[src/rtl/page_slot_admission_eviction_assert.svh]
// ---------------------------------------------------------------------------
// page slot admission and eviction: assertion macros
// shared concurrent assertion forms, sampled on clock, off during reset
// ---------------------------------------------------------------------------
`ifndef PAGE_SLOT_ADMISSION_EVICTION_ASSERT_SVH
`define PAGE_SLOT_ADMISSION_EVICTION_ASSERT_SVH

// same-cycle implication
`define PSAE_ASSERT_NOW(label, ante, cons, msg) \
   label: assert property (@(posedge clock) disable iff (reset) (ante) |-> (cons)) \
      else $error(msg);

// next-cycle implication
`define PSAE_ASSERT_NEXT(label, ante, cons, msg) \
   label: assert property (@(posedge clock) disable iff (reset) (ante) |=> (cons)) \
      else $error(msg);

`endif

[src/rtl/psae_pkg.sv]
// ---------------------------------------------------------------------------
// psae_pkg
// shared codes, constants and helpers of the page slot admission block
// ---------------------------------------------------------------------------
package psae_pkg;

   localparam int NUM_PAGES_DEF  = 64;
   localparam int NUM_CHUNKS_DEF = 4096;

   localparam logic [31:0] ADMIT_MARGIN     = 32'h0080_0000;
   localparam logic [31:0] IDLE_FREE_FRAMES = 32'd12;

   // configuration port
   localparam int CSR_IDX_W  = 2;
   localparam int CSR_DATA_W = 13;
   localparam int PROTECT_W  = 8;
   localparam int CHUNKS_W   = 13;
   localparam int PAGES_W    = 7;

   localparam logic [CSR_IDX_W-1:0] REG_PROTECT = 2'd0;
   localparam logic [CSR_IDX_W-1:0] REG_CHUNKS  = 2'd1;
   localparam logic [CSR_IDX_W-1:0] REG_PAGES   = 2'd2;

   localparam logic [PROTECT_W-1:0] PROTECT_RST = 8'd2;
   localparam logic [CHUNKS_W-1:0]  CHUNKS_RST  = 13'd4096;
   localparam logic [PAGES_W-1:0]   PAGES_RST   = 7'd64;

   typedef enum logic [2:0] {
      MODE_REQUEST = 3'd0,
      MODE_TICK    = 3'd1,
      MODE_UP_DONE = 3'd2,
      MODE_UP_FAIL = 3'd3,
      MODE_TOUCH   = 3'd4
   } mode_type;

   typedef enum logic [2:0] {
      STAT_ADMITTED = 3'd0,
      STAT_ACTIVE   = 3'd1,
      STAT_NO_SLOT  = 3'd2,
      STAT_REFUSED  = 3'd3,
      STAT_INVALID  = 3'd4,
      STAT_DONE     = 3'd5
   } status_type;

   typedef struct packed {
      logic found_load;
      logic found_free;
      logic have_best;
   } scan_flags_type;

   // priority reads as zero once the page sat idle too many frames
   function automatic logic [31:0] eff_prio(input logic [31:0] prio,
                                            input logic [31:0] touch,
                                            input logic [31:0] frame);
      logic [31:0] t;
      logic [31:0] age;
      t   = (touch < frame) ? touch : frame;
      age = frame - t;
      return (age > IDLE_FREE_FRAMES) ? 32'd0 : prio;
   endfunction

endpackage

[src/rtl/psae_scan.sv]
// ---------------------------------------------------------------------------
// psae_scan
// walks the slot records one a cycle: loading match, first free, best victim
// ---------------------------------------------------------------------------
module psae_scan #(
   parameter int NUM_PAGES  = psae_pkg::NUM_PAGES_DEF,
   parameter int NUM_CHUNKS = psae_pkg::NUM_CHUNKS_DEF
) (
   input  logic                                 clock,
   input  logic                                 reset,
   input  logic                                 start,
   input  logic [$clog2(NUM_PAGES+1)-1:0]       pages,
   input  logic [$clog2(NUM_CHUNKS)-1:0]        chunk,
   input  logic [31:0]                          frame,
   input  logic                                 rec_chunk_v,
   input  logic                                 rec_load_v,
   input  logic [$clog2(NUM_CHUNKS)-1:0]        rec_load,
   input  logic                                 rec_pin,
   input  logic [31:0]                          rec_protect,
   input  logic [31:0]                          rec_stamp,
   input  logic [31:0]                          rec_prio,
   input  logic [31:0]                          rec_touch,
   output logic [$clog2(NUM_PAGES)-1:0]         rd_addr,
   output logic                                 done,
   output psae_pkg::scan_flags_type             flags,
   output logic [$clog2(NUM_PAGES)-1:0]         load_slot,
   output logic [$clog2(NUM_PAGES)-1:0]         free_slot,
   output logic [$clog2(NUM_PAGES)-1:0]         best_slot,
   output logic [31:0]                          best_prio
);

   localparam int SW  = $clog2(NUM_PAGES);
   localparam int PCW = $clog2(NUM_PAGES+1);

   logic                     issuing_ff, issuing_in;
   logic [PCW-1:0]           issue_ff, issue_in;
   logic                     proc_v_ff, proc_v_in;
   logic [SW-1:0]            proc_idx_ff, proc_idx_in;
   logic                     done_ff, done_in;
   psae_pkg::scan_flags_type flags_ff, flags_in;
   logic [SW-1:0]            load_ff, load_in;
   logic [SW-1:0]            free_ff, free_in;
   logic [SW-1:0]            best_ff, best_in;
   logic [31:0]              best_pr_ff, best_pr_in;
   logic [31:0]              best_st_ff, best_st_in;

   logic        is_match, is_free, is_cand, better;
   logic [31:0] pr;

   always_comb begin
      is_match = rec_load_v && (rec_load == chunk);
      is_free  = !rec_chunk_v && !rec_load_v;
      is_cand  = !rec_pin && !rec_load_v && !(rec_protect > frame);
      pr       = (frame != 32'd0) ? psae_pkg::eff_prio(rec_prio, rec_touch, frame) : 32'd0;
      better   = !flags_ff.have_best || (pr < best_pr_ff) ||
                 ((pr == best_pr_ff) && (rec_stamp < best_st_ff));

      issuing_in  = issuing_ff;
      issue_in    = issue_ff;
      proc_v_in   = issuing_ff;
      proc_idx_in = issue_ff[SW-1:0];
      done_in     = 1'b0;
      flags_in    = flags_ff;
      load_in     = load_ff;
      free_in     = free_ff;
      best_in     = best_ff;
      best_pr_in  = best_pr_ff;
      best_st_in  = best_st_ff;

      if (start) begin
         issuing_in = 1'b1;
         issue_in   = '0;
         proc_v_in  = 1'b0;
         flags_in   = '0;
      end else begin
         if (issuing_ff) begin
            issue_in = issue_ff + PCW'(1);
            if (issue_ff == pages - PCW'(1)) begin
               issuing_in = 1'b0;
            end
         end
         if (proc_v_ff) begin
            if (is_match && !flags_ff.found_load) begin
               flags_in.found_load = 1'b1;
               load_in             = proc_idx_ff;
            end
            if (is_free && !flags_ff.found_free) begin
               flags_in.found_free = 1'b1;
               free_in             = proc_idx_ff;
            end
            if (is_cand && better) begin
               flags_in.have_best = 1'b1;
               best_in            = proc_idx_ff;
               best_pr_in         = pr;
               best_st_in         = rec_stamp;
            end
            done_in = (PCW'(proc_idx_ff) == pages - PCW'(1));
         end
      end
   end

   always_ff @(posedge clock) begin
      if (reset) begin
         issuing_ff <= 1'b0;
         proc_v_ff  <= 1'b0;
         done_ff    <= 1'b0;
         flags_ff   <= '0;
      end else begin
         issuing_ff <= issuing_in;
         proc_v_ff  <= proc_v_in;
         done_ff    <= done_in;
         flags_ff   <= flags_in;
      end
      issue_ff    <= issue_in;
      proc_idx_ff <= proc_idx_in;
      load_ff     <= load_in;
      free_ff     <= free_in;
      best_ff     <= best_in;
      best_pr_ff  <= best_pr_in;
      best_st_ff  <= best_st_in;
   end

   assign rd_addr   = issue_ff[SW-1:0];
   assign done      = done_ff;
   assign flags     = flags_ff;
   assign load_slot = load_ff;
   assign free_slot = free_ff;
   assign best_slot = best_ff;
   assign best_prio = best_pr_ff;

endmodule

[config.mk]
export PLATFORM = sky130hd
export DESIGN_NAME = psae_scan
export DESIGN_NICKNAME = d
export VERILOG_FILES = /design/src/rtl/page_slot_admission_eviction_assert.svh /design/src/rtl/psae_pkg.sv /design/src/rtl/psae_scan.sv
export SDC_FILE = /design/constraint.sdc
export NUM_CORES = 1
export LEC_CHECK = 0
export BUFFER_PORTS_ARGS = -buffer_cell sky130_fd_sc_hd__buf_2
export CAP_MARGIN = 40
export CORE_MARGIN = 3
export CORE_UTILIZATION = 45
export CTS_CLUSTER_SIZE = 30
export DETAILED_ROUTE_END_ITERATION = 6
export GPL_ROUTABILITY_DRIVEN = 0
export PLACE_DENSITY = 0.73
export SLEW_MARGIN = 20
export SYNTH_ARGS = -nofsm -noshare
export SYNTH_HDL_FRONTEND = slang
export SYNTH_SLANG_ARGS = --single-unit
[constraint.sdc]
create_clock -name clock -period 9.7 [get_ports clock]
set_input_delay 1.94 -clock clock [delete_from_list [all_inputs] [get_ports clock]]
set_output_delay 1.94 -clock clock [all_outputs]
set_load 0.01 [all_outputs]
# --- After elaboration in Yosys (flattened, before gate mapping) ---
# Index checks and enable logic that the tools add are counted.
classes:
  add_sub_neg: 3
  order_cmp: 5
  eq_ne: 4
  n_mux: 6
  bitwise: 2
  reduce_logical: 26
ops:
  columns: ["cell", "count"]
  rows:
  - ["32-bit < comparator", 3]
  - ["32-bit two-way mux", 3]
  - ["32-bit == test", 1]
  - ["32-bit greater-than comparator", 1]
  - ["32-bit by 4-bit greater-than comparator with 1-bit output (second input constant)", 1]
  - ["32-bit nonzero test", 1]
  - ["32-bit subtractor", 1]
  - ["12-bit == test", 1]
  - ["3-bit AND reduction", 3]
  - ["1-bit logical AND", 8]
  - ["7-bit by 1-bit adder with 7-bit output (second input constant)", 1]
  - ["6-bit by 7-bit == test with 1-bit output", 1]
  - ["7-bit == test", 1]
  - ["1-bit zero test", 7]
  - ["7-bit by 1-bit subtractor with 7-bit output (second input constant)", 1]
  - ["2-bit AND reduction", 3]
  - ["1-bit two-way mux", 3]
  - ["3-bit OR reduction", 1]
  - ["1-bit logical OR", 2]
  - ["1-bit inverter", 2]
  - ["2-bit OR reduction", 1]
totals:
  ff_bits: 101
  inputBits: 197

# --- Depth between registers and ports, before layout ---
logic_depth:
  ltp_word: 11
  mapped_depth: 34

# --- Worst setup path before layout ---
# Ideal clock, no wire load.
synth_path:
  kind: "in2reg"
  start: "input port frame[27]"
  end: "register best_pr_ff[0], in the netlist best_prio[0], enable pin"
  arrival_ps: 10073
  setup_slack_ps: -810
  path_stages: 34
  cell_sequence: "inv_1 -> ha_1 -> a211o_1 -> a21oi_1 -> o21ai_0 -> a31o_2 -> a221oi_1 -> o21ai_1 -> clkbuf_1 -> mux2_2 -> ha_1 -> fa_1 -> nand2b_1 -> a211o_1 -> a2111o_1 -> a21boi_2 -> o211ai_1 -> and3_1 -> and4b_1 -> nand4_2 -> nor4_4 -> buf_6 -> and3_1 -> ha_1 -> a21o_1 -> a21o_1 -> a21oi_1 -> nor2b_1 -> o21ai_0 -> a21oi_1 -> nor2_1 -> o21ai_0 -> a211oi_1 -> o311a_1"
synth_via:
  elab_chain_len: 11
synth_lines:
  columns: ["item", "line", "source"]
  rows:
  - ["from (decl)", "psae_scan.sv:14", "input logic [31:0] frame,"]
  - ["32-bit < comparator", "psae_pkg.sv:57", "t = (touch < frame) ? touch : frame;"]
  - ["32-bit two-way mux", "psae_pkg.sv:57", null]
  - ["32-bit subtractor", "psae_pkg.sv:58", "age = frame - t;"]
  - ["32-bit by 4-bit greater-than comparator with 1-bit output", "psae_pkg.sv:59", "return (age > IDLE_FREE_FRAMES) ? 32'd0 : prio;"]
  - ["32-bit two-way mux", "psae_pkg.sv:59", null]
  - ["32-bit two-way mux (*)", "psae_scan.sv:54", "pr = (frame != 32'd0) ? psae_pkg::eff_prio(rec_prio, rec_touch, frame) : 32'd0;"]
  - ["via pr[25]", "psae_scan.sv:48", "logic [31:0] pr;"]
  - ["32-bit < comparator / 32-bit == test (equally long branches)", "psae_scan.sv:55, psae_scan.sv:56", null]
  - ["1-bit logical OR / 1-bit logical AND (equally long branches)", "psae_scan.sv:55, psae_scan.sv:56", null]
  - ["1-bit logical OR (*)", "psae_scan.sv:55", "better = !flags_ff.have_best || (pr < best_pr_ff) ||"]
  - ["1-bit logical AND (*)", "psae_scan.sv:91", "if (is_cand && better) begin"]
  - ["3-bit AND reduction (no source line) (*)", null, null]
  - ["to (signal assigned)", "psae_scan.sv:119", "best_pr_ff <= best_pr_in;"]
  - ["to (decl)", "psae_scan.sv:44", "logic [31:0] best_pr_ff, best_pr_in;"]
# The timed path passes the listed nets; every way through them passes the cells marked *.
# A chain may end at the register's enable or synchronous reset.

# --- Worst setup path in the final report ---
layout_path:
  start: "input port frame[1]"
  end: "register best_pr_ff[28], in the netlist best_prio[28], enable pin"
# The elaborated chain is that of the path after synthesis.

==> impl_metrics.tcl <==
set metrics [dict create \
    status "completed" \
    first_pass_iters 5 \
    maxCapViolCount 0 \
    async_flop_share 0 \
    path_clk_slew_ns 0.07 \
    ant_nets 0 \
    drt_iter0_markers 688 \
    r2r_start "best_st_ff[5]$_DFFE_PP_" \
    pwr-share-clk 0.287 \
    worst_pin_slew_ns 0.760 \
    startpoint "frame[1]" \
    cts_inserted_buffers 9 \
    antenna_found_initial 4 \
    clock_path_buffers 2 \
    pwr_density_cell_nw_per_um2 112 \
    multiInputGateArea_sq_um 5770 \
    yosysWarningCount 0 \
    io_pins 257 \
    drive_above_1_share 0.252 \
    grt_pass1_wl_um 40500 \
    syn-cell-area_sq_um 9130 \
    cp_common_cell "o21ai_0" \
    grt_start_max_net_pins 34 \
    fin_ws_ns 0.449 \
    final_hold_viol_count 0 \
    via_per_inst 5.58 \
    finalSetupViolCount 0 \
    drt_wl_total_um 26300 \
    cts_tree "built" \
    cp-start-kind "input pin" \
    slew_violations 0 \
    yosysUniqueCellTypes 70 \
    die_x_um 148 \
    seq_area_frac_synth 0.311 \
    total_power_mw 1.24 \
    wl_per_cell_um 17.4 \
    grt_overflow 0 \
    core_area_sq_um 19700 \
    fin_area_sq_um 11100 \
    nNetsFinal 1593 \
    final_cell_mix "buf_2, ha_1, inv_1" \
    cts_root_buf "clkbuf_16" \
    r2r-end "best_prio[28]$_DFFE_PP_" \
    track_usage 0.229 \
    regArea_sq_um 2840 \
    hold_path.class "reg -> reg" \
    num_rows 51 \
    ir_worst_vdd_mv 0.0724 \
    cts_max_level 3 \
    synth_edf_count 82 \
    cts-hold-fix-buffers 0 \
    critical_path.slowest_cell "a2111o_1" \
    p_seq_frac 0.380 \
    synth-seq-cells 101 \
    vias 8421 \
    clock_latency_ns 0.34 \
    p_switching_mw 0.398 \
    die-area_sq_um 22000 \
    rsz0062_at_grt "no" \
    io_buffers 256 \
    final_common_cell "buf_2" \
    fin_skew_ns 0.00750 \
    area_growth_pct 21.7 \
    period_share 0.954 \
    cts.sinks 101 \
    post-place-ws_ns -0.0834 \
    synth_fp_nets 1336 \
    crit_required_ns 9.74 \
    power_frac_comb 0.332 \
    max_stage_delay_ns 0.50 \
    crit_path_end_kind "flop" \
    cp.arrival_ns 9.29 \
    critical_path.endpoint "best_prio[28]$_DFFE_PP_" \
    finalCriticalPeriod_ns 9.25 \
    syn_area_per_cell_sq_um 9.32 \
    worst-r2r-setup-slack_ns 6.67 \
    grt_pass1_vias 8061 \
    synthCells 979 \
    cp_max_fo 33 \
    fmax_mhz 108 \
    relSlewSlack 0.494 \
    worstSetupPathType "in -> reg" \
    synth_flop_cell "edfxtp_1" \
    ff2ff_path_depth 9 \
    leakagePower_nw 5.58 \
    dp_hpwl_um 22200 \
    intPower_mw 0.844 \
    p_sw_frac 0.321 \
    n_fill_cell 1745 \
    initial_core_util 0.463 \
    drc_errors 0 \
    placed_area_sq_um 10700 \
    die_h_um 148 \
]
worst min-delay path by stage:
stage / start / end / depth (start not counted)
2_1_floorplan: issue_ff[5]$_SDFFE_PP0P_ / proc_idx_ff[5]$_DFF_P_ / 0
3_3_place_gp: issue_ff[1]$_SDFFE_PP0P_ / proc_idx_ff[1]$_DFF_P_ / 0
3_5_place_dp: issue_ff[1]$_SDFFE_PP0P_ / proc_idx_ff[1]$_DFF_P_ / 0
4_1_cts: issue_ff[1]$_SDFFE_PP0P_ / proc_idx_ff[1]$_DFF_P_ / 0
5_1_grt: issue_ff[5]$_SDFFE_PP0P_ / proc_idx_ff[5]$_DFF_P_ / 0
6_report: issue_ff[1]$_SDFFE_PP0P_ / proc_idx_ff[1]$_DFF_P_ / 0
registers in the layout (all words and copies together), names as in the netlist:
name         cells
load_slot        6
free_slot        6
issue_ff         7
proc_idx_ff      6
done             1
flags            3
best_st_ff      32
proc_v_ff        1
best_slot        6
best_prio       32
issuing_ff       1
synth_stat cells (all sizes together), types with 4 or more instances:
master | number | area (sq um)
a2111oi | 4 | 35.0
a211o | 4 | 36.3
a211oi | 12 | 100
a21o | 26 | 195
a21oi | 81 | 417
a31oi | 5 | 31.3
and2 | 4 | 25.0
and3 | 34 | 216
buf | 13 | 110
clkbuf | 11 | 41.3
dfxtp | 19 | 380
edfxtp | 82 | 2460
ha | 159 | 1990
inv | 110 | 413
mux2i | 35 | 350
nand2 | 54 | 203
nand2b | 9 | 56.3
nand3 | 12 | 60.1
nand4 | 40 | 256
nor2 | 50 | 190
nor2b | 7 | 43.8
nor3 | 17 | 85.1
nor4 | 16 | 130
o211ai | 5 | 37.5
o21a | 8 | 60.1
o21ai | 58 | 290
o22ai | 4 | 25.0
or2 | 4 | 25.0
or3 | 8 | 51.3
xnor2 | 23 | 201
xor2 | 28 | 245
power groups by stage:
stage	Clock [mW]	Sequential [mW]	Combinational, mW
2_1_floorplan	0	0.481	0.273
3_3_place_gp	0	0.482	0.393
3_5_place_dp	0	0.482	0.401
4_1_cts	0.368	0.472	0.404
5_1_grt	0.382	0.473	0.458
6_report	0.357	0.473	0.413
cell families (layout without fill, tap and decap cells):
group | count (synthesis) | after routing | share of synthesized area
multiplexers | 38 | 38 | 0.0421
flip-flops | 101 | 101 | 0.311
adder cells (fa/ha/maj) | 160 | 160 | 0.220
buffers and inverters | 135 | 397 | 0.0631
XOR/XNOR | 51 | 51 | 0.0489
AO/OA/AOI/OAI | 229 | 229 | 0.157
AND/OR/NAND/NOR | 265 | 265 | 0.158
other | 0 | 4 | 0
stage by stage:
step                      TNS [ns]  hold slack (ns)  utilization  cells
final                            0            0.441        0.563   1510
after global routing             0            0.465        0.563   1510
after floorplan                  0            0.392            -    979
after detailed placement     -4.09            0.430        0.545   1485
after global placement           0            0.430        0.544   1484
after CTS                        0            0.435        0.560   1501
routing by layer:
layer,part of all wire,track usage
met1,0.43,0.303
met2,0.48,0.390
met3,0.071,0.0323
met4,0.026,0.0693
met5,0,0
layout make-up:
cell class | count | area share
Sequential cell | 101 | 0.256
Multi-Input combinational cell | 743 | 0.519
Antenna cell | 4 | 0.000901
Tap cell | 265 | 0.0299
Clock inverter | 6 | 0.00631
Timing Repair Buffer | 271 | 0.130
Clock buffer | 10 | 0.0206
Inverter | 110 | 0.0372
critical path, delay by kind of cell:
kind | cells | cell delay [ns]
and+or+nand+nor | 8 | 1.45
adders and majority gates | 4 | 1.15
buffers and inverters | 4 | 0.66
muxes | 1 | 0.38
AOI/OAI and AO/OA | 18 | 3.71
repair_timing:
action,in CTS,in global routing
buffers inserted,0,5
resized for setup,0,4
endpoints found under the setup margin,0,70
Power figures use the tool's default switching activity.
