==> config.mk <==
export PLATFORM = sky130hd
export DESIGN_NAME = psae_ram
export DESIGN_NICKNAME = d
export VERILOG_FILES = /design/src/rtl/page_slot_admission_eviction_assert.svh /design/src/rtl/psae_ram.sv
export SDC_FILE = /design/constraint.sdc
export NUM_CORES = 1
export LEC_CHECK = 0
export ABC_AREA = 1
export BUFFER_PORTS_ARGS = -buffer_cell sky130_fd_sc_hd__buf_2
export CAP_MARGIN = 20
export CELL_PAD_IN_SITES_DETAIL_PLACEMENT = 1
export CELL_PAD_IN_SITES_GLOBAL_PLACEMENT = 1
export CORE_ASPECT_RATIO = 2
export CORE_MARGIN = 5
export CORE_UTILIZATION = 58
export CTS_BUF_LIST = sky130_fd_sc_hd__clkbuf_2
export CTS_CLUSTER_DIAMETER = 60
export DETAILED_ROUTE_END_ITERATION = 10
export GPL_ROUTABILITY_DRIVEN = 0
export PLACE_DENSITY = 0.95
export SETUP_SLACK_MARGIN = 0.2
export SYNTH_ARGS = -nofsm -noshare
export SYNTH_HDL_FRONTEND = slang
export SYNTH_SLANG_ARGS = --single-unit
==> constraint.sdc <==
create_clock -name clock -period 5 [get_ports clock]
set_clock_uncertainty 0.2 [all_clocks]
set_input_delay 0 -clock clock [delete_from_list [all_inputs] [get_ports clock]]
set_output_delay 0 -clock clock [all_outputs]
set_load 0.02 [all_outputs]
==> src/rtl/page_slot_admission_eviction_assert.svh <==
// ---------------------------------------------------------------------------
// page slot admission and eviction: assertion macros
// shared concurrent assertion forms, sampled on clock, off during reset
// ---------------------------------------------------------------------------
`ifndef PAGE_SLOT_ADMISSION_EVICTION_ASSERT_SVH
`define PAGE_SLOT_ADMISSION_EVICTION_ASSERT_SVH

// same-cycle implication
`define PSAE_ASSERT_NOW(label, ante, cons, msg) \
   label: assert property (@(posedge clock) disable iff (reset) (ante) |-> (cons)) \
      else $error(msg);

// next-cycle implication
`define PSAE_ASSERT_NEXT(label, ante, cons, msg) \
   label: assert property (@(posedge clock) disable iff (reset) (ante) |=> (cons)) \
      else $error(msg);

`endif

==> src/rtl/psae_ram.sv <==
// ---------------------------------------------------------------------------
// psae_ram
// generic single write port ram with one registered read port
// ---------------------------------------------------------------------------
module psae_ram #(
   parameter int WIDTH = 8,
   parameter int DEPTH = 64
) (
   input  logic                     clock,
   input  logic                     we,
   input  logic [$clog2(DEPTH)-1:0] waddr,
   input  logic [WIDTH-1:0]         wdata,
   input  logic [$clog2(DEPTH)-1:0] raddr,
   output logic [WIDTH-1:0]         rdata
);

   logic [WIDTH-1:0] mem [DEPTH];

   always_ff @(posedge clock) begin
      if (we) begin
         mem[waddr] <= wdata;
      end
      rdata <= mem[raddr];
   end

endmodule

# --- Yosys cells after proc, flatten, opt, wreduce, memory -nomap -nowiden ---
# Memories as Yosys holds them, arrays and structs flattened. A register that Yosys moved wholly into a read port is not among the register bits.
# Index checks and enable logic that the tools add are counted.
totals:
  regBits: 0
  ram_bits: 512
  in_bits: 22
  out_inout_bits: 8
  elab_cells: 3
  memories: 1
memory_table:
  columns: ["memory", "words", "word_bits", "rd", "rd_clocked_by_memory_dff", "wr", "line_no", "source"]
  rows:
  - ["mem", 64, 8, 1, 1, 1, "psae_ram.sv:17", "logic [WIDTH-1:0] mem [DEPTH];"]
classes:
  n_mux: 2
ops:
  columns: ["operator", "n"]
  rows:
  - ["1-bit two-way mux", 2]

# --- Logic depth before layout (Yosys ltp) ---
# Gate-level depths: netlist of run 1.
depth:
  ltp_word: 2
  mapped_depth: 12
  ltp_nobuf: 9

# --- Worst setup path before layout of run 1 ---
# No wires, ideal clock.
synth_path:
  kind: "input to register"
  startpoint: "in we"
  endpoint: "mem mem[48][0] (enable)"
  setup_time_ns: 0.395
  t_arrival_ns: 1.371
  t_required_ns: 4.405
  setup_slack_ns: 3.034
  cell_stages: 3
  path_cell_list: "clkbuf_1 -> nand4_1 -> nor4_1"
synth_between:
  elab_chain_len: 2
synth_rtl:
  columns: ["element", "line_no", "source"]
  rows:
  - ["from (decl)", "psae_ram.sv:10", "input logic we,"]
  - ["1-bit two-way mux", "psae_ram.sv:20", "if (we) begin"]
  - ["1-bit two-way mux (implied by the code)", "psae_ram.sv:21", "mem[waddr] <= wdata;"]
  - ["to (decl)", "psae_ram.sv:17", null]
# No other way between the ends.

==> results.py, run 1 <==
metrics = {
    "yosys": {
        "ys.warnings.count": 0,
        "syn-num-nets": 1827,
        "netlist.area_leader.share_pct": 72.05,
        "netlist_instances": 1805,
        "synth_top_cell_by_area": "edfxtp_1",
        "synth-compound-area-share_pct": 0,
        "yosysSeqAreaShare_pct": 72.80,
        "synth_top_family_by_area": "simple AND/OR/NAND/NOR gates",
        "ys_seq_elements": 520,
        "muxShareOfSynthArea_pct": 0,
        "synth_area_leaders": "edfxtp_1 (72%), nand2_1 (11%), nand3_1 (10%), buf_6 (1.8%), nor2_1 (0.99%)",
        "synthSimpleGateAreaFrac_pct": 23.18,
        "synthAdderAreaFrac_pct": 0,
        "synth_xor_area_share_pct": 0,
        "synth.avg_cell_area_um2": 11.82,
        "yosysUniqueCellTypes": 16,
        "synth_area_um2": 21340,
    },
    "pwr": {
        "powerDensity_nw_per_um2": 362.6,
        "total_power_mw": 8.365,
        "leakage_nw": 8.476,
        "ir_drop_v": 0.0002430,
    },
    "global_route": {
        "grt_pass1_wl_um": 113500,
        "antenna_found_initial": 2,
        "grt_pass1_vias": 17510,
        "grt_max_degree": 106,
        "gr-total-overflow": 0,
        "grt_usage_pct": 37.35,
    },
    "setup_path": {
        "crit_path_start_kind": "input pin",
        "worstPathRequired_ps": 5940,
        "path_delay_family": "buffers and inverters",
        "endpoint_kind": "flip-flop",
        "cpPeakStageDelay_ps": 640,
        "worstRegToRegCells": 12,
        "r2r_end": "rdata[2]$_DFF_P_",
        "critPathSlowestCell": "dlygate4sd3_1",
        "crit_type": "input pin to flip-flop",
        "crit_path_max_fanout": 105,
        "worst-path-buf-inv": 8,
        "worstPathArrival_ps": 5540,
        "critical_path.most_common_cell": "dlygate4sd3_1",
        "crit_chain": "dlygate4sd3_1 -> buf_6 -> inv_8 -> buf_6 -> nand2_1 -> nand3_1 -> nand3_1 -> nand2_1 -> nand2_1 -> dlygate4sd3_1 -> nand3_1 -> dlygate4sd3_1 -> nand3_1 -> dlygate4sd3_1 -> nand2_1 -> dlygate4sd3_1",
        "rrSetupSlack_ps": 920,
        "reg2reg_from": "mem[44][2]$_DFFE_PP_",
    },
    "hold_path": {
        "min_to": "mem[10][7]$_DFFE_PP_",
        "hold_start": "waddr[3]",
        "min_path_cells": 4,
        "hold_class": "input pin to flip-flop",
    },
    "cts": {
        "cts_root_buf": "clkbuf_2",
        "cts.reportedPaths.clkPinSlew_ps": 150,
        "insertion_delay_ps": 1230,
        "cts_tree": "done",
        "cts_buffers": 103,
        "clock_path_buffers": 3,
        "cts_max_level": 3,
        "clock-sinks": 520,
    },
    "floorplanning": {
        "core-area_um2": 36420,
        "die_h_um": 281.3,
        "rows": 99,
        "pin_count": 30,
        "fp.dieArea_um2": 40960,
        "die_w_um": 145.6,
        "start_util_pct": 58.60,
    },
    "sta": {
        "finalHoldViolations": 0,
        "fin_hold_ws_ps": 69.53,
        "rsz0062_at_grt": "false",
        "period_minus_slack_ps": 4593,
        "setup_viol": 0,
        "fin_crit_sh_pct": 91.86,
        "slew_viol_final": 0,
        "slew_headroom_pct": 11.58,
        "worst_pin_slew_ps": 1321,
        "clock.fmax_mhz": 217.7,
        "tns_ps": 0,
    },
    "finish": {
        "drive_gt1_share_pct": 10.68,
        "layout_commonest_cell": "nand2_1",
        "area_growth_pct": 8.121,
        "fin_nets": 1934,
        "final_cell_mix": "nand2_1 (648), edfxtp_1 (512), nand3_1 (439)",
        "fin_area_um2": 23070,
    },
    "routing": {
        "drt_iter0_drc": 2674,
        "via_per_inst": 6.764,
        "via_count": 16590,
        "wl_per_cell_um": 31.54,
        "antenna_left": 0,
        "drc": 0,
        "routed_wl_um": 77330,
        "firstDrtPassIters": 6,
    },
    "placed_design": {
        "placed_cell_area_um2": 21470,
        "io_buffers": 29,
        "hpwl_um": 39480,
    },
    "outcome": {
        "status": "finished clean",
    },
    "job": {
        "max-cap-violations": 0,
    },
}
==> worst max path at each step <==
| stage | start | end | slack (ps) | cells after the start |
|---|---|---|---|---|
| after floorplan | we | mem[48][0]$_DFFE_PP_ | 3030 | 3 |
| after global placement | raddr[0] | rdata[0]$_DFF_P_ | 2130 | 11 |
| after detailed placement | raddr[0] | rdata[2]$_DFF_P_ | 1970 | 11 |
| after CTS | raddr[0] | rdata[2]$_DFF_P_ | 560 | 16 |
| after global routing | raddr[0] | rdata[2]$_DFF_P_ | 340 | 16 |
| final | raddr[0] | rdata[2]$_DFF_P_ | 410 | 16 |
==> cell type report <==
cell class,instances,area [µm²]
flip-flops and latches,520,15530
fillers,3692,13350
multi-input cells,1160,4946
repair buffers,115,962.2
clock buffers,140,700.7
well taps,454,568.0
clock inverters,48,297.8
inverters,12,55.05
diodes,3,7.507
==> through the flow <==
stage	cells	setup WS (ps)	util [%]
2_1_floorplan	1805	3034	-
3_3_place_gp	2202	2133	58.96
3_5_place_dp	2202	1967	58.96
4_1_cts	2447	556.0	63.27
5_1_grt	2451	342.5	63.35
6_report	2452	407.2	63.35
==> kinds of logic after synthesis <==
logic type | count (synthesis)
simple gates | 1160
buf+inv | 125
flops | 520
==> synthesized netlist by cell type, drive strengths merged <==
cell type	instances
buf	98
clkbuf	15
dfxtp	8
edfxtp	512
inv	12
nand2	648
nand3	439
nand4	9
nor2	56
nor4	8
==> sequential cells by signal, indices dropped and copies added, names as in the netlist <==
register and cells:
mem 512, rdata 8
==> worst min-delay path, stage by stage <==
cell	delay, ps
dlygate4sd3_1	560
buf_2	170
nand3_1	370
nor2_1	160
==> report_power, final <==
part           leakage, nW  total (mW)  switching (mW)  internal [mW]
registers             4.67        4.84          0.0192           4.82
clock network        0.722        2.83            1.86          0.975
logic                 3.08       0.692           0.528          0.164
total                 8.48        8.37            2.41           5.96
==> timing repair <==
item,4_1_cts,5_1_grt
gates resized for setup,0,2
hold endpoints to repair,1032,0
hold buffers,57,0
endpoints found under the setup margin,0,1
setup buffers,0,0
==> layer usage <==
metal	part of all wire [%]	GRT usage [%]	wire length [µm]	up-vias
met3	11	8.535	8338	498
li1	-	-	-	6613
met2	49	62.58	37720	1573
met1	31	41.49	23910	7902
met5	0	0	0	-
met4	9.5	27.75	7350	0
Note: power is estimated with default switching activity, not from simulation.
==> run 2: changes to the inputs <==
--- a/config.mk
+++ b/config.mk
@@ -12,12 +12,12 @@
 export CELL_PAD_IN_SITES_GLOBAL_PLACEMENT = 1
 export CORE_ASPECT_RATIO = 2
 export CORE_MARGIN = 5
-export CORE_UTILIZATION = 58
+export CORE_UTILIZATION = 30
 export CTS_BUF_LIST = sky130_fd_sc_hd__clkbuf_2
 export CTS_CLUSTER_DIAMETER = 60
 export DETAILED_ROUTE_END_ITERATION = 10
 export GPL_ROUTABILITY_DRIVEN = 0
-export PLACE_DENSITY = 0.95
+export PLACE_DENSITY = 0.6
 export SETUP_SLACK_MARGIN = 0.2
 export SYNTH_ARGS = -nofsm -noshare
 export SYNTH_HDL_FRONTEND = slang
==> run 2 against run 1 <==
Register-to-register slack worse by 20 ps. First-iteration DRC count down 65%. Worst setup slack worse by 66 ps. Design area up 2.3%. Routed wire length down 15%. Sequential cell count unchanged. Via count down 13%. Cell count up 19%. Sequential share of layout area down 1.5 points. Non-clock buffer count up 4. Largest power group unchanged.
==> results.py, run 2 (same netlist as run 1, synthesis figures left out) <==
metrics = {
    "routing": {
        "firstDrtPassIters": 8,
        "via_count": 14350,
        "antenna_left": 0,
        "via_per_inst": 4.925,
        "routed_wl_um": 65920,
        "wl_per_cell_um": 22.62,
        "drt_iter0_drc": 926,
        "drc": 0,
    },
    "setup_path": {
        "critPathSlowestCell": "inv_6",
        "crit_type": "input pin to flip-flop",
        "critical_path.most_common_cell": "dlygate4sd3_1",
        "endpoint_kind": "flip-flop",
        "worstPathRequired_ps": 5850,
        "crit_path_start_kind": "input pin",
        "cpPeakStageDelay_ps": 600,
        "worstPathArrival_ps": 5510,
        "crit_chain": "dlygate4sd3_1 -> buf_4 -> inv_6 -> buf_6 -> nand3_1 -> nand3_1 -> dlygate4sd3_1 -> nand2_1 -> dlygate4sd3_1 -> nand2_1 -> nand3_1 -> dlygate4sd3_1 -> nand3_1 -> dlygate4sd3_1 -> nand2_1 -> dlygate4sd3_1",
        "crit_path_max_fanout": 70,
    },
    "sta": {
        "setup_viol": 0,
        "clock.fmax_mhz": 214.6,
        "period_minus_slack_ps": 4659,
        "slew_viol_final": 0,
        "worst_pin_slew_ps": 1087,
        "tns_ps": 0,
        "slew_headroom_pct": 27.40,
        "rsz0062_at_grt": "false",
        "finalHoldViolations": 0,
        "fin_crit_sh_pct": 93.18,
    },
    "finish": {
        "seq_area_um2": 15530,
        "multi_input_area_um2": 4946,
        "area_growth_pct": 10.65,
        "fin_nets": 1942,
        "largest_reg_flops": 512,
        "drive_gt1_share_pct": 11.16,
        "layout_top_registers": "mem (512), rdata (8)",
        "instances_no_fill": 2914,
        "fill_cells": 7738,
        "final_cell_mix": "nand2_1 (648), edfxtp_1 (512), nand3_1 (439)",
        "layout_commonest_cell": "nand2_1",
        "largest-register": "mem",
    },
    "job": {
        "max-cap-violations": 0,
    },
    "cts": {
        "cts_tree": "done",
        "cts.reportedPaths.clkPinSlew_ps": 130,
        "clock-sinks": 520,
        "cts_setup_buffers": 0,
        "cts_buffers": 107,
        "cts_root_buf": "clkbuf_2",
        "cts_max_level": 3,
        "insertion_delay_ps": 1170,
        "clock_path_buffers": 3,
    },
    "pwr": {
        "seqPwrFrac_pct": 60.9,
        "ir_drop_v": 0.0001150,
        "p_switching_mw": 2.113,
        "internal_power_mw": 5.828,
        "leakage_nw": 8.483,
        "powerDensity_nw_per_um2": 336.3,
        "p_clk_share_pct": 31.0,
        "swShare_pct": 26.61,
        "p_comb_share_pct": 8.1,
    },
    "global_route": {
        "grt_usage_pct": 17.01,
        "antenna_found_initial": 4,
        "grt_pass1_vias": 15530,
        "gr-total-overflow": 0,
        "grt_pass1_wl_um": 97550,
        "grt_max_degree": 107,
    },
    "placed_design": {
        "hpwl_um": 39430,
        "place_inst": 2658,
        "io_buffers": 29,
    },
    "floorplanning": {
        "fp.dieArea_um2": 76890,
        "start_util_pct": 30.22,
        "pin_count": 30,
        "die_w_um": 198.6,
        "rows": 138,
        "core-area_um2": 70620,
        "die_h_um": 387.2,
    },
    "hold_path": {
        "hold_class": "input pin to flip-flop",
    },
    "outcome": {
        "status": "finished clean",
    },
}
[run 2: cell types whose count changed in the layout (fill, tap and decap cells not counted), sizes merged]
cell,delta
buf,-2
dlygate4sd3,+6
clkinv,-15
diode,+2
clkinvlp,-1
bufinv,-4
clkbuf,+19
inv,+1
[run 2: timing repair]
item	4_1_cts	5_1_grt
resized for setup	0	1
hold buffers	63	0
endpoints found under the setup margin	0	1
hold endpoints to repair	1032	0
[run 2: power groups by stage]
| stage | Sequential [mW] | Combinational (mW) | Clock (mW) |
|---|---|---|---|
| after floorplan | 4.94 | 0.339 | 0 |
| after global placement | 4.94 | 0.590 | 0 |
| after detailed placement | 4.94 | 0.601 | 0 |
| after CTS | 4.84 | 0.652 | 2.57 |
| after global routing | 4.84 | 0.697 | 2.77 |
| final | 4.84 | 0.641 | 2.46 |
[run 2: layout make-up]
cell class              instances  share of cell area, %
diodes                          5                0.05299
clock buffers                 159                  3.370
clock inverters                29                 0.4822
inverters                      12                 0.2332
multi-input cells            1160                  20.95
flip-flops and latches        520                  65.79
well taps                     910                  4.822
repair buffers                119                  4.303
[run 2: through the flow]
step / hold slack [ps] / utilization [%] / power [mW] / setup WS, ps / instance area (µm²)
final: 187.9 / 33.44 / 7.940 / 341.0 / 23610
after detailed placement: 211.5 / 31.23 / 5.537 / 1930 / 22060
after floorplan: -101.1 / - / 5.275 / 3034 / 21340
after global routing: 130.0 / 33.44 / 8.304 / 251.7 / 23610
after global placement: 208.7 / 31.23 / 5.525 / 1980 / 22060
after CTS: 2.367 / 33.41 / 8.056 / 303.4 / 23600
[run 2: metal layers]
| layer | wire [µm] | track usage [%] | part of all wire [%] |
|---|---|---|---|
| met1 | 23660 | 17.33 | 36 |
| met2 | 36250 | 31.97 | 55 |
| met3 | 2175 | 2.785 | 3.3 |
| met4 | 3837 | 9.881 | 5.8 |
| met5 | 0 | 0 | 0 |
[run 2: worst paths after layout]
kind,start,to,slack [ps],depth (start not counted)
max,raddr[1],rdata[1]$_DFF_P_,340,16
min,waddr[4],mem[30][3]$_DFFE_PP_,190,4
max reg2reg,mem[24][1]$_DFFE_PP_,rdata[1]$_DFF_P_,900,13
min reg2reg,mem[25][4]$_DFFE_PP_,rdata[4]$_DFF_P_,620,8
[run 2: worst max-delay path, delay by kind of cell]
family,cells,cell delay [ps]
AND/OR/NAND/NOR,7,580
buffers and inverters,9,4800
==> run 3: changes to the inputs <==
--- a/config.mk
+++ b/config.mk
@@ -17,6 +17,7 @@
 export CTS_CLUSTER_DIAMETER = 60
 export DETAILED_ROUTE_END_ITERATION = 10
 export GPL_ROUTABILITY_DRIVEN = 0
+export MAX_ROUTING_LAYER = met4
 export PLACE_DENSITY = 0.6
 export SETUP_SLACK_MARGIN = 0.2
 export SYNTH_ARGS = -nofsm -noshare
==> run 3 against run 2 <==
Sequential power about the same. Register-to-register slack about the same. Count of clock-buffer cells in the layout unchanged. Sequential share of layout area stayed put. Die area stayed put. Global-route usage up 0.49 points. Combinational power hardly changed.
==> results.py, run 3 (same netlist as run 1, synthesis figures left out) <==
metrics = {
    "outcome": {
        "status": "finished clean",
    },
    "sta": {
        "period_minus_slack_ps": 4682,
        "tns_ps": 0,
        "slew_headroom_pct": 26.78,
        "rsz0062_at_grt": "false",
        "timing.final.ws_setup_ps": 317.6,
        "worst_pin_slew_ps": 1097,
        "clock.fmax_mhz": 213.6,
        "slew_viol_final": 0,
        "fin_crit_sh_pct": 93.65,
        "setup_viol": 0,
        "finalHoldViolations": 0,
    },
    "cts": {
        "cts_buffers": 107,
        "clock_path_buffers": 3,
        "cts_tree": "done",
        "insertion_delay_ps": 1170,
        "clock-sinks": 520,
        "cts.reportedPaths.clkPinSlew_ps": 130,
        "cts_root_buf": "clkbuf_2",
        "cts_max_level": 3,
    },
    "finish": {
        "fill_cells": 7738,
        "largest_reg_flops": 512,
        "layout_top_registers": "mem (512), rdata (8)",
        "largest-register": "mem",
        "drive_gt1_share_pct": 11.16,
        "fin_nets": 1942,
        "layout_commonest_cell": "nand2_1",
        "area_growth_pct": 10.65,
        "fin_util_pct": 33.44,
        "final_cell_mix": "nand2_1 (648), edfxtp_1 (512), nand3_1 (439)",
    },
    "setup_path": {
        "r2r_end": "rdata[1]$_DFF_P_",
        "crit_path_max_fanout": 70,
        "rrSetupSlack_ps": 910,
        "path_delay_family": "buffers and inverters",
        "crit_path_start_kind": "input pin",
        "crit_type": "input pin to flip-flop",
        "worst-path-buf-inv": 9,
        "worstRegToRegCells": 13,
        "worstPathRequired_ps": 5850,
        "reg2reg_from": "mem[24][1]$_DFFE_PP_",
        "worstPathArrival_ps": 5530,
        "crit_chain": "dlygate4sd3_1 -> buf_4 -> inv_6 -> buf_6 -> nand3_1 -> nand3_1 -> dlygate4sd3_1 -> nand2_1 -> dlygate4sd3_1 -> nand2_1 -> nand3_1 -> dlygate4sd3_1 -> nand3_1 -> dlygate4sd3_1 -> nand2_1 -> dlygate4sd3_1",
        "critical_path.most_common_cell": "dlygate4sd3_1",
        "endpoint_kind": "flip-flop",
        "critPathSlowestCell": "inv_6",
        "cpPeakStageDelay_ps": 610,
    },
    "routing": {
        "via_count": 14360,
        "drt_iter0_drc": 916,
        "routed_wl_um": 66060,
        "via_per_inst": 4.929,
        "drc": 0,
        "firstDrtPassIters": 7,
        "wl_per_cell_um": 22.67,
        "antenna_left": 0,
    },
    "placed_design": {
        "io_buffers": 29,
        "preCtsSetupSlack_ps": 1930,
        "hpwl_um": 39430,
    },
    "hold_path": {
        "hold_class": "input pin to flip-flop",
        "min_path_cells": 4,
        "min_to": "mem[58][1]$_DFFE_PP_",
        "hold_start": "waddr[4]",
    },
    "job": {
        "max-cap-violations": 0,
    },
    "pwr": {
        "powerDensity_nw_per_um2": 336.7,
        "ir_drop_v": 0.0001141,
        "leakage_nw": 8.483,
    },
    "floorplanning": {
        "die_w_um": 198.6,
        "fp.dieArea_um2": 76890,
        "die_h_um": 387.2,
        "pin_count": 30,
        "rows": 138,
        "core-area_um2": 70620,
        "start_util_pct": 30.22,
    },
    "global_route": {
        "grt_max_degree": 107,
        "gr-total-overflow": 0,
        "grt_pass1_vias": 15500,
        "grt_pass1_wl_um": 97520,
        "antenna_found_initial": 4,
        "grt_usage_pct": 17.50,
    },
}
-- run 3: cell counts in the layout (fill, tap and decap cells not counted) --
Identical to the previous run, type by type.
-- run 3: per-stage QoR --
step                      instance area (µm²)  hold WS (ps)  std cells  power [mW]
final                                   23610         171.6       2914       7.950
after global routing                    23610         116.5       2914       8.303
after CTS                               23600         2.367       2909       8.056
after detailed placement                22060         211.5       2658       5.537
after global placement                  22060         208.7       2658       5.525
after floorplan                         21340        -101.1       1805       5.275
-- run 3: timing repair --
item                                     CTS  global route
endpoints found under the setup margin     0             1
hold endpoints to repair                1032             0
resized for setup                          0             1
hold buffers                              63             0
setup buffers                              0             0
-- run 3: worst max path at each step --
stage                     depth (start not counted)                    to  startpoint
after floorplan                                   3  mem[48][0]$_DFFE_PP_          we
after global placement                           10      rdata[5]$_DFF_P_    raddr[1]
after detailed placement                         10      rdata[5]$_DFF_P_    raddr[1]
after CTS                                        16      rdata[1]$_DFF_P_    raddr[1]
after global routing                             16      rdata[1]$_DFF_P_    raddr[1]
final                                            16      rdata[1]$_DFF_P_    raddr[1]
-- run 3: power by group --
group	switching [mW]	internal (mW)	leakage, nW
clock network	1.63	0.840	0.718
logic	0.473	0.169	3.09
registers	0.0167	4.82	4.67
-- run 3: tightest hold or removal path, stage by stage --
cell	delay [ps]
dlygate4sd3_1	530
buf_2	180
nand3_1	320
nor2_1	270
-- run 3: metal layers --
layer	vias to the layer above	part of all wire (%)	track usage, %
li1	6633	-	-
met4	0	5.9	9.905
met2	364	54	31.84
met3	142	3.7	2.724
met1	7223	36	17.46
met5	-	0	-
-- run 3: layout make-up --
type	count	area, µm²	share of cell area [%]
flip-flops and latches	520	15530	65.79
multi-input cells	1160	4946	20.95
well taps	910	1139	4.822
repair buffers	119	1016	4.303
clock buffers	159	795.8	3.370
clock inverters	29	113.9	0.4822
inverters	12	55.05	0.2332
diodes	5	12.51	0.05299
